[src/hw/rtl/mbe_pkg.sv]
`timescale 1ns / 1ps
// Shared types and constants of the escape-time pixel engine.
// No dependencies; used by every module of the block.
package mbe_pkg;

  // field and register widths
  localparam int PIX_W   = 12;
  localparam int DIM_W   = 13;
  localparam int CNT_W   = 16;
  localparam int PAL_W   = 8;
  localparam int COORD_W = 32;
  localparam int ZOOM_W  = 32;
  localparam int DATA_W  = 32;
  localparam int ADDR_W  = 5;
  localparam int REG_IDX_W = 3;

  // fixed-point formats
  localparam int COORD_FRAC_BITS = 26;
  localparam int ZOOM_FRAC_BITS  = 24;
  localparam int ZOOM_SHIFT      = COORD_FRAC_BITS - ZOOM_FRAC_BITS;
  localparam int ZC_W            = ZOOM_W + ZOOM_SHIFT;
  localparam int SQ_W            = 2 * COORD_W;
  localparam int BOUND_BIT       = 4 + 2 * COORD_FRAC_BITS;

  // palette scaling
  localparam int PALETTE_ENTRIES = 256;
  localparam int PAL_MAX         = PALETTE_ENTRIES - 1;
  localparam int PAL_SCALE       = 2 * PAL_MAX;
  localparam int PAL_NUM_W       = 25;

  // pixel mapping products and divider
  localparam int MULT3_W      = PIX_W + 2;
  localparam int PROD_W       = ZC_W + MULT3_W;
  localparam int DIVIDEND_W   = PROD_W;
  localparam int DIVISOR_W    = CNT_W + 1;
  localparam int REM_W        = DIVISOR_W + 1;
  localparam int DIV_RADIX_BITS = 2;
  localparam int DIV_CYCLES   = DIVIDEND_W / DIV_RADIX_BITS;
  localparam int DIV_CNT_W    = $clog2(DIV_CYCLES);

  // register map
  typedef logic [REG_IDX_W-1:0] reg_idx_t;
  localparam reg_idx_t REG_LIMIT  = 3'd0;
  localparam reg_idx_t REG_ZOOM   = 3'd1;
  localparam reg_idx_t REG_OFF_RE = 3'd2;
  localparam reg_idx_t REG_OFF_IM = 3'd3;
  localparam reg_idx_t REG_WIDTH  = 3'd4;
  localparam reg_idx_t REG_HEIGHT = 3'd5;

  // reset values
  localparam logic [CNT_W-1:0]  LIMIT_RST = 16'd100;
  localparam logic [ZOOM_W-1:0] ZOOM_RST  = 32'h0100_0000;
  localparam logic [DIM_W-1:0]  DIM_RST   = 13'd1;

  // divider operand select
  typedef logic [1:0] div_sel_t;
  localparam div_sel_t DIV_SEL_RE  = 2'd0;
  localparam div_sel_t DIV_SEL_IM  = 2'd1;
  localparam div_sel_t DIV_SEL_PAL = 2'd2;

  typedef struct packed {
    logic     load_pix;
    logic     load_prod;
    logic     div_start;
    div_sel_t div_sel;
    logic     cap_re;
    logic     cap_im;
    logic     iter_init;
    logic     iter_mul;
    logic     iter_step;
    logic     set_esc;
    logic     cap_pal;
    logic     load_out;
  } mbe_cmd_t;

  typedef struct packed {
    logic div_done;
    logic limit_hit;
    logic limit_zero;
    logic mag_over;
  } mbe_stat_t;

endpackage

[src/hw/rtl/mbe_ctrl.sv]
`timescale 1ns / 1ps
// Sequencer of the pixel engine: mapping, iteration loop, palette, result transfer.
// Depends on mbe_pkg.
module mbe_ctrl (
  input  logic               clk,
  input  logic               rst_n,
  input  logic               in_valid,
  output logic               in_ready,
  output logic               out_valid,
  input  logic               out_ready,
  input  mbe_pkg::mbe_stat_t stat,
  output mbe_pkg::mbe_cmd_t  cmd
);

  localparam logic [3:0] S_IDLE     = 4'd0;
  localparam logic [3:0] S_MAP      = 4'd1;
  localparam logic [3:0] S_DRE_GO   = 4'd2;
  localparam logic [3:0] S_DRE_WAIT = 4'd3;
  localparam logic [3:0] S_DIM_GO   = 4'd4;
  localparam logic [3:0] S_DIM_WAIT = 4'd5;
  localparam logic [3:0] S_MUL      = 4'd6;
  localparam logic [3:0] S_UPD      = 4'd7;
  localparam logic [3:0] S_PAL_GO   = 4'd8;
  localparam logic [3:0] S_PAL_WAIT = 4'd9;
  localparam logic [3:0] S_OUT      = 4'd10;

  logic [3:0] state_r, state_nxt;
  logic       out_valid_r, out_valid_nxt;
  logic       out_free;

  assign out_free = !out_valid_r || out_ready;

  always_comb begin
    state_nxt = state_r;
    cmd       = '0;
    in_ready  = 1'b0;
    case (state_r)
      S_IDLE: begin
        in_ready = 1'b1;
        if (in_valid) begin
          cmd.load_pix = 1'b1;
          state_nxt    = S_MAP;
        end
      end
      S_MAP: begin
        cmd.load_prod = 1'b1;
        state_nxt     = S_DRE_GO;
      end
      S_DRE_GO: begin
        cmd.div_start = 1'b1;
        cmd.div_sel   = mbe_pkg::DIV_SEL_RE;
        state_nxt     = S_DRE_WAIT;
      end
      S_DRE_WAIT: begin
        if (stat.div_done) begin
          cmd.cap_re = 1'b1;
          state_nxt  = S_DIM_GO;
        end
      end
      S_DIM_GO: begin
        cmd.div_start = 1'b1;
        cmd.div_sel   = mbe_pkg::DIV_SEL_IM;
        state_nxt     = S_DIM_WAIT;
      end
      S_DIM_WAIT: begin
        if (stat.div_done) begin
          cmd.cap_im    = 1'b1;
          cmd.iter_init = 1'b1;
          state_nxt     = S_MUL;
        end
      end
      S_MUL: begin
        cmd.iter_mul = 1'b1;
        state_nxt    = S_UPD;
      end
      S_UPD: begin
        if (stat.limit_hit) begin
          state_nxt = S_PAL_GO;
        end else if (stat.mag_over) begin
          cmd.set_esc = 1'b1;
          state_nxt   = S_PAL_GO;
        end else begin
          cmd.iter_step = 1'b1;
          state_nxt     = S_MUL;
        end
      end
      S_PAL_GO: begin
        if (stat.limit_zero) begin
          cmd.cap_pal = 1'b1;
          state_nxt   = S_OUT;
        end else begin
          cmd.div_start = 1'b1;
          cmd.div_sel   = mbe_pkg::DIV_SEL_PAL;
          state_nxt     = S_PAL_WAIT;
        end
      end
      S_PAL_WAIT: begin
        if (stat.div_done) begin
          cmd.cap_pal = 1'b1;
          state_nxt   = S_OUT;
        end
      end
      S_OUT: begin
        if (out_free) begin
          cmd.load_out = 1'b1;
          state_nxt    = S_IDLE;
        end
      end
      default: begin
        state_nxt = S_IDLE;
      end
    endcase
  end

  always_comb begin
    out_valid_nxt = out_valid_r;
    if (cmd.load_out) begin
      out_valid_nxt = 1'b1;
    end else if (out_ready) begin
      out_valid_nxt = 1'b0;
    end
  end

  always_ff @(posedge clk) begin
    if (!rst_n) begin
      state_r     <= S_IDLE;
      out_valid_r <= 1'b0;
    end else begin
      state_r     <= state_nxt;
      out_valid_r <= out_valid_nxt;
    end
  end

  assign out_valid = out_valid_r;

endmodule

[config.mk]
export PLATFORM = sky130hd
export DESIGN_NAME = mbe_ctrl
export DESIGN_NICKNAME = d
export VERILOG_FILES = /design/src/hw/rtl/mbe_pkg.sv /design/src/hw/rtl/mbe_ctrl.sv
export SDC_FILE = /design/constraint.sdc
export NUM_CORES = 1
export LEC_CHECK = 0
export BUFFER_PORTS_ARGS = -buffer_cell sky130_fd_sc_hd__buf_2
export CAP_MARGIN = 0
export CORE_MARGIN = 5
export CORE_UTILIZATION = 37
export DETAILED_ROUTE_END_ITERATION = 6
export SETUP_SLACK_MARGIN = 0.15
export SLEW_MARGIN = 15
export SYNTH_ARGS = -nofsm -noshare
export SYNTH_HDL_FRONTEND = slang
export SYNTH_SLANG_ARGS = --single-unit
export TNS_END_PERCENT = 30
[constraint.sdc]
create_clock -name clk -period 1.33 [get_ports clk]
set_input_delay 0.133 -clock clk [delete_from_list [all_inputs] [get_ports clk]]
set_output_delay 0.133 -clock clk [all_outputs]
set_load 0.05 [all_outputs]
==> After elaboration in Yosys (flattened, before gate mapping) <==
Cells that the tools add are included.
{ "totals": {"reg_bits": 5, "output_inout_bits": 15, "elab_cells": 52} }
{ "op_classes": {"n_eq_ne": 15, "n_mux": 30, "n_reduce_logical": 5} }
{ "ops": {"columns": ["op", "n"], "rows": [
  ["4-bit case mux with 11 select lines", 1],
  ["4-bit two-way mux", 7],
  ["4-bit by 3-bit == test with 1-bit output (second input constant)", 4],
  ["1-bit two-way mux", 14],
  ["4-bit == test (second input constant)", 3],
  ["2-bit two-way mux", 5],
  ["2-bit inequality test (second input constant)", 5],
  ["3-bit case mux with 3 select lines", 1],
  ["4-bit by 2-bit == test with 1-bit output (second input constant)", 2],
  ["5-bit AND reduction", 1],
  ["4-bit by 1-bit == test with 1-bit output (second input constant)", 1],
  ["4-bit zero test", 1],
  ["3-bit two-way mux", 1],
  ["1-bit case mux with 2 select lines", 1],
  ["2-bit nonzero test", 1],
  ["1-bit zero test", 1],
  ["1-bit logical OR", 1]
]} }

==> Logic depth before layout (Yosys ltp) <==
{ "depth": {"depth_word": 5, "depth_mapped": 6, "ltp_nobuf": 4} }

==> Worst setup path after synthesis <==
No wires, ideal clock.
{ "synth_path": {"path_kind": "register to output", "from": "register state_r[0]", "to": "output cmd[1] (netlist bit)", "arrival_time_ps": 2306, "path_slack_ps": -1109, "path_stages_with_launch": 4, "n_path_buf": 1, "path_cell_list": "dfxtp_1 > buf_2 > mux2i_1 > nor4b_1"} }
{ "synth_rtl": {"columns": ["element", "line_no", "source"], "rows": [
  ["start, declared", "mbe_ctrl.sv:27", "logic [3:0] state_r, state_nxt;"],
  ["start signal, assigned", "mbe_ctrl.sv:129", "state_r <= state_nxt;"],
  ["end, declared", "mbe_ctrl.sv:12", "output mbe_pkg::mbe_cmd_t cmd"]
]} }

==> results.json <==
{
  "htree_levels": 1,
  "cts_inserted_buffers": 3,
  "drc": 0,
  "synth_area_per_cell_sq_um": 7.74,
  "viasPerCell": 5.52,
  "finalWirelength_mm": 2.06,
  "fin_ws_ps": -156,
  "worstSetupEndpoint": "cmd[12]",
  "place_congestion": 0.800,
  "initial_utilization_pct": 37.8,
  "violations": "negative setup slack",
  "critical_path.startpoint_type": "flip-flop",
  "finalSetupTns_ps": -1390,
  "final_common_cell": "buf_4",
  "synthArstFlopShare_pct": 0,
  "crit_start": "state_r[2]",
  "clkTransAtPathRegs_ps": 50,
  "clock_latency_ps": 250,
  "hold_buffers": 0,
  "rsz0062_at_grt": "true",
  "regArea_sq_um": 113,
  "root_buffer": "clkbuf_4",
  "path_max_fanout": 4,
  "timing_worst_setup_path_type": "flip-flop to primary output",
  "syn-num-nets": 79,
  "crit_required_ps": 1200,
  "powerDensity_nw_per_um2": 764,
  "final_cell_area_sq_um": 1170,
  "boundaryPins": 23,
  "seq_power_share_pct": 20.1,
  "grt_max_degree": 11,
  "status": "finished with violations",
  "synth_cell_types": 33,
  "coreArea_sq_um": 1450,
  "placed_area_sq_um": 847,
  "rr_endpoint": "state_r[2]",
  "row_count": 14,
  "via_count": 740,
  "wl_per_cell_microns": 15.3,
  "final_cell_mix": "23 x buf_4, 18 x buf_6, 8 x buf_2",
  "synth_edf_count": 0,
  "ys_warn_count": 0,
  "synthFlopType": "dfxtp_1",
  "clock_skew_ps": 3.71,
  "pwr-share-clk_pct": 20.8,
  "area_growth_pct": 114,
  "power.switching_mw": 0.369,
  "netlist_instances": 71,
  "r2r_start": "state_r[2]",
  "timing.final.crit_share_pct": 112,
  "antenna_found_initial": 0,
  "slew_violations": 0,
  "min_path_type": "input pin to flip-flop",
  "placement.io_buffers": 22,
  "syn-cell-area_sq_um": 549,
  "ir_drop_mv": 0.720,
  "gr-total-overflow": 0,
  "fillers": 88,
  "finalNetCount": 127,
  "die_area_sq_um": 2360,
  "first_iter_violations": 12,
  "setup_viol": 18,
  "p_leak_nw": 0.500,
  "grt_pass1_vias": 716,
  "layout-drive-gt1-share_pct": 69.5,
  "diodes": 0,
  "cp-end-kind": "primary output",
  "period_minus_slack_ps": 1490,
  "tightest_slew_ps": 293,
  "fmax_mhz": 673,
  "detailedRoute.firstPassIterationCount": 4,
  "track_usage_pct": 16.3,
  "crit_arrival_ps": 1350,
  "pwr-share-comb_pct": 59.2,
  "die_width_microns": 48.5,
  "dp_hpwl_mm": 1.26,
  "clk_path_buf_depth": 2,
  "max_slew_margin_pct": 80.4,
  "reg2reg_setup_slack_ps": -100,
  "dieHeight_microns": 48.5,
  "cts.sinks": 5,
  "rr_worst_depth": 7,
  "synth-seq-cells": 5,
  "seq_area_frac_synth_pct": 18.2,
  "cap_violations": 0,
  "hold_violations": 0,
  "grt_pass1_wl_mm": 3.15,
  "detail-route-antenna-nets": 0,
  "multi_input_area_sq_um": 542,
  "intPower_mw": 0.529,
  "sw_frac_of_total_pct": 41.1,
  "cts_tree": "done"
}
-- final cells by class --
cell class	instances	area share (%)
flip-flops and latches	5	9.59
repair buffers	52	39.7
well taps	16	1.71
clock buffers	4	2.24
inverters	2	0.640
multi-input cells	55	46.2
-- power by group through the flow --
| stage | sequential (mW) | clock [mW] | combinational (mW) |
|---|---|---|---|
| 2_1_floorplan | 0.175 | 0 | 0.287 |
| 3_3_place_gp | 0.178 | 0 | 0.381 |
| 3_5_place_dp | 0.178 | 0 | 0.383 |
| 4_1_cts | 0.176 | 0.191 | 0.475 |
| 5_1_grt | 0.180 | 0.207 | 0.560 |
| 6_report | 0.180 | 0.186 | 0.531 |
-- per-layer routing --
layer	vias up	global-route usage, %	routed length (microns)
met3	6	2.15	92
met2	29	28.0	1070
met1	351	18.8	860
li1	354	-	-
met4	0	9.87	31
met5	-	0	0
-- critical path: stages, from the launching register on --
cell	delay [ps]
dfxtp_4	370
buf_6	120
nor4_4	280
and2_4	190
buf_8	140
-- metrics by stage --
| stage | setup WS, ps | hold WS [ps] | total power [mW] | util (%) | instances |
|---|---|---|---|---|---|
| 3_5_place_dp | -70.1 | 387 | 0.561 | 58.3 | 118 |
| 6_report | -156 | 142 | 0.897 | 80.7 | 134 |
| 5_1_grt | -229 | 155 | 0.947 | 80.7 | 134 |
| 4_1_cts | -195 | 137 | 0.843 | 76.6 | 132 |
| 3_3_place_gp | -52.8 | 397 | 0.560 | 58.3 | 118 |
| 2_1_floorplan | -307 | 251 | 0.462 | - | 71 |
-- what timing repair did --
action	CTS	global route
setup endpoints to repair	19	19
gates resized for setup	49	12
buffers inserted	10	2
cloned	0	0
pin swaps	10	4
-- Yosys cell counts (2+ instances only) --
cell,count,area [sq um]
a21oi_1,3,15.0
a22oi_1,2,15.0
a31oi_1,2,12.5
and2_1,2,12.5
buf_2,5,25.0
buf_4,2,15.0
buf_6,2,22.5
dfxtp_1,5,100
inv_1,2,7.51
mux2i_1,2,20.0
nand2_1,3,11.3
nand2b_1,4,25.0
nor2_1,2,7.51
nor2b_1,5,31.3
nor3_1,8,40.0
nor3b_1,4,30.0
o21bai_1,2,15.0
-- worst min path at each step --
stage / startpoint / endpoint / slack, ps / depth (start not counted)
floorplan: rst_n / out_valid / 250 / 1
global placement: rst_n / out_valid / 400 / 2
detailed placement: rst_n / out_valid / 390 / 2
CTS: rst_n / out_valid / 140 / 2
global route: rst_n / state_r[0] / 150 / 2
finish: rst_n / out_valid / 140 / 2
-- logic make-up (layout without fill, tap and decap cells) --
| group | count (synthesis) | count (layout) | synth area share [%] |
|---|---|---|---|
| mux | 2 | 2 | 3.64 |
| xor+xnor | 1 | 1 | 1.59 |
| flops | 5 | 5 | 18.2 |
| compound gates | 18 | 18 | 25.3 |
| buf+inv | 11 | 58 | 12.8 |
| simple gates | 34 | 34 | 38.5 |
-- sequential cells by signal, indices dropped and copies added (netlist names) --
name       cells
state_r        4
out_valid      1
No activity file was read; power rests on OpenSTA's default activity.
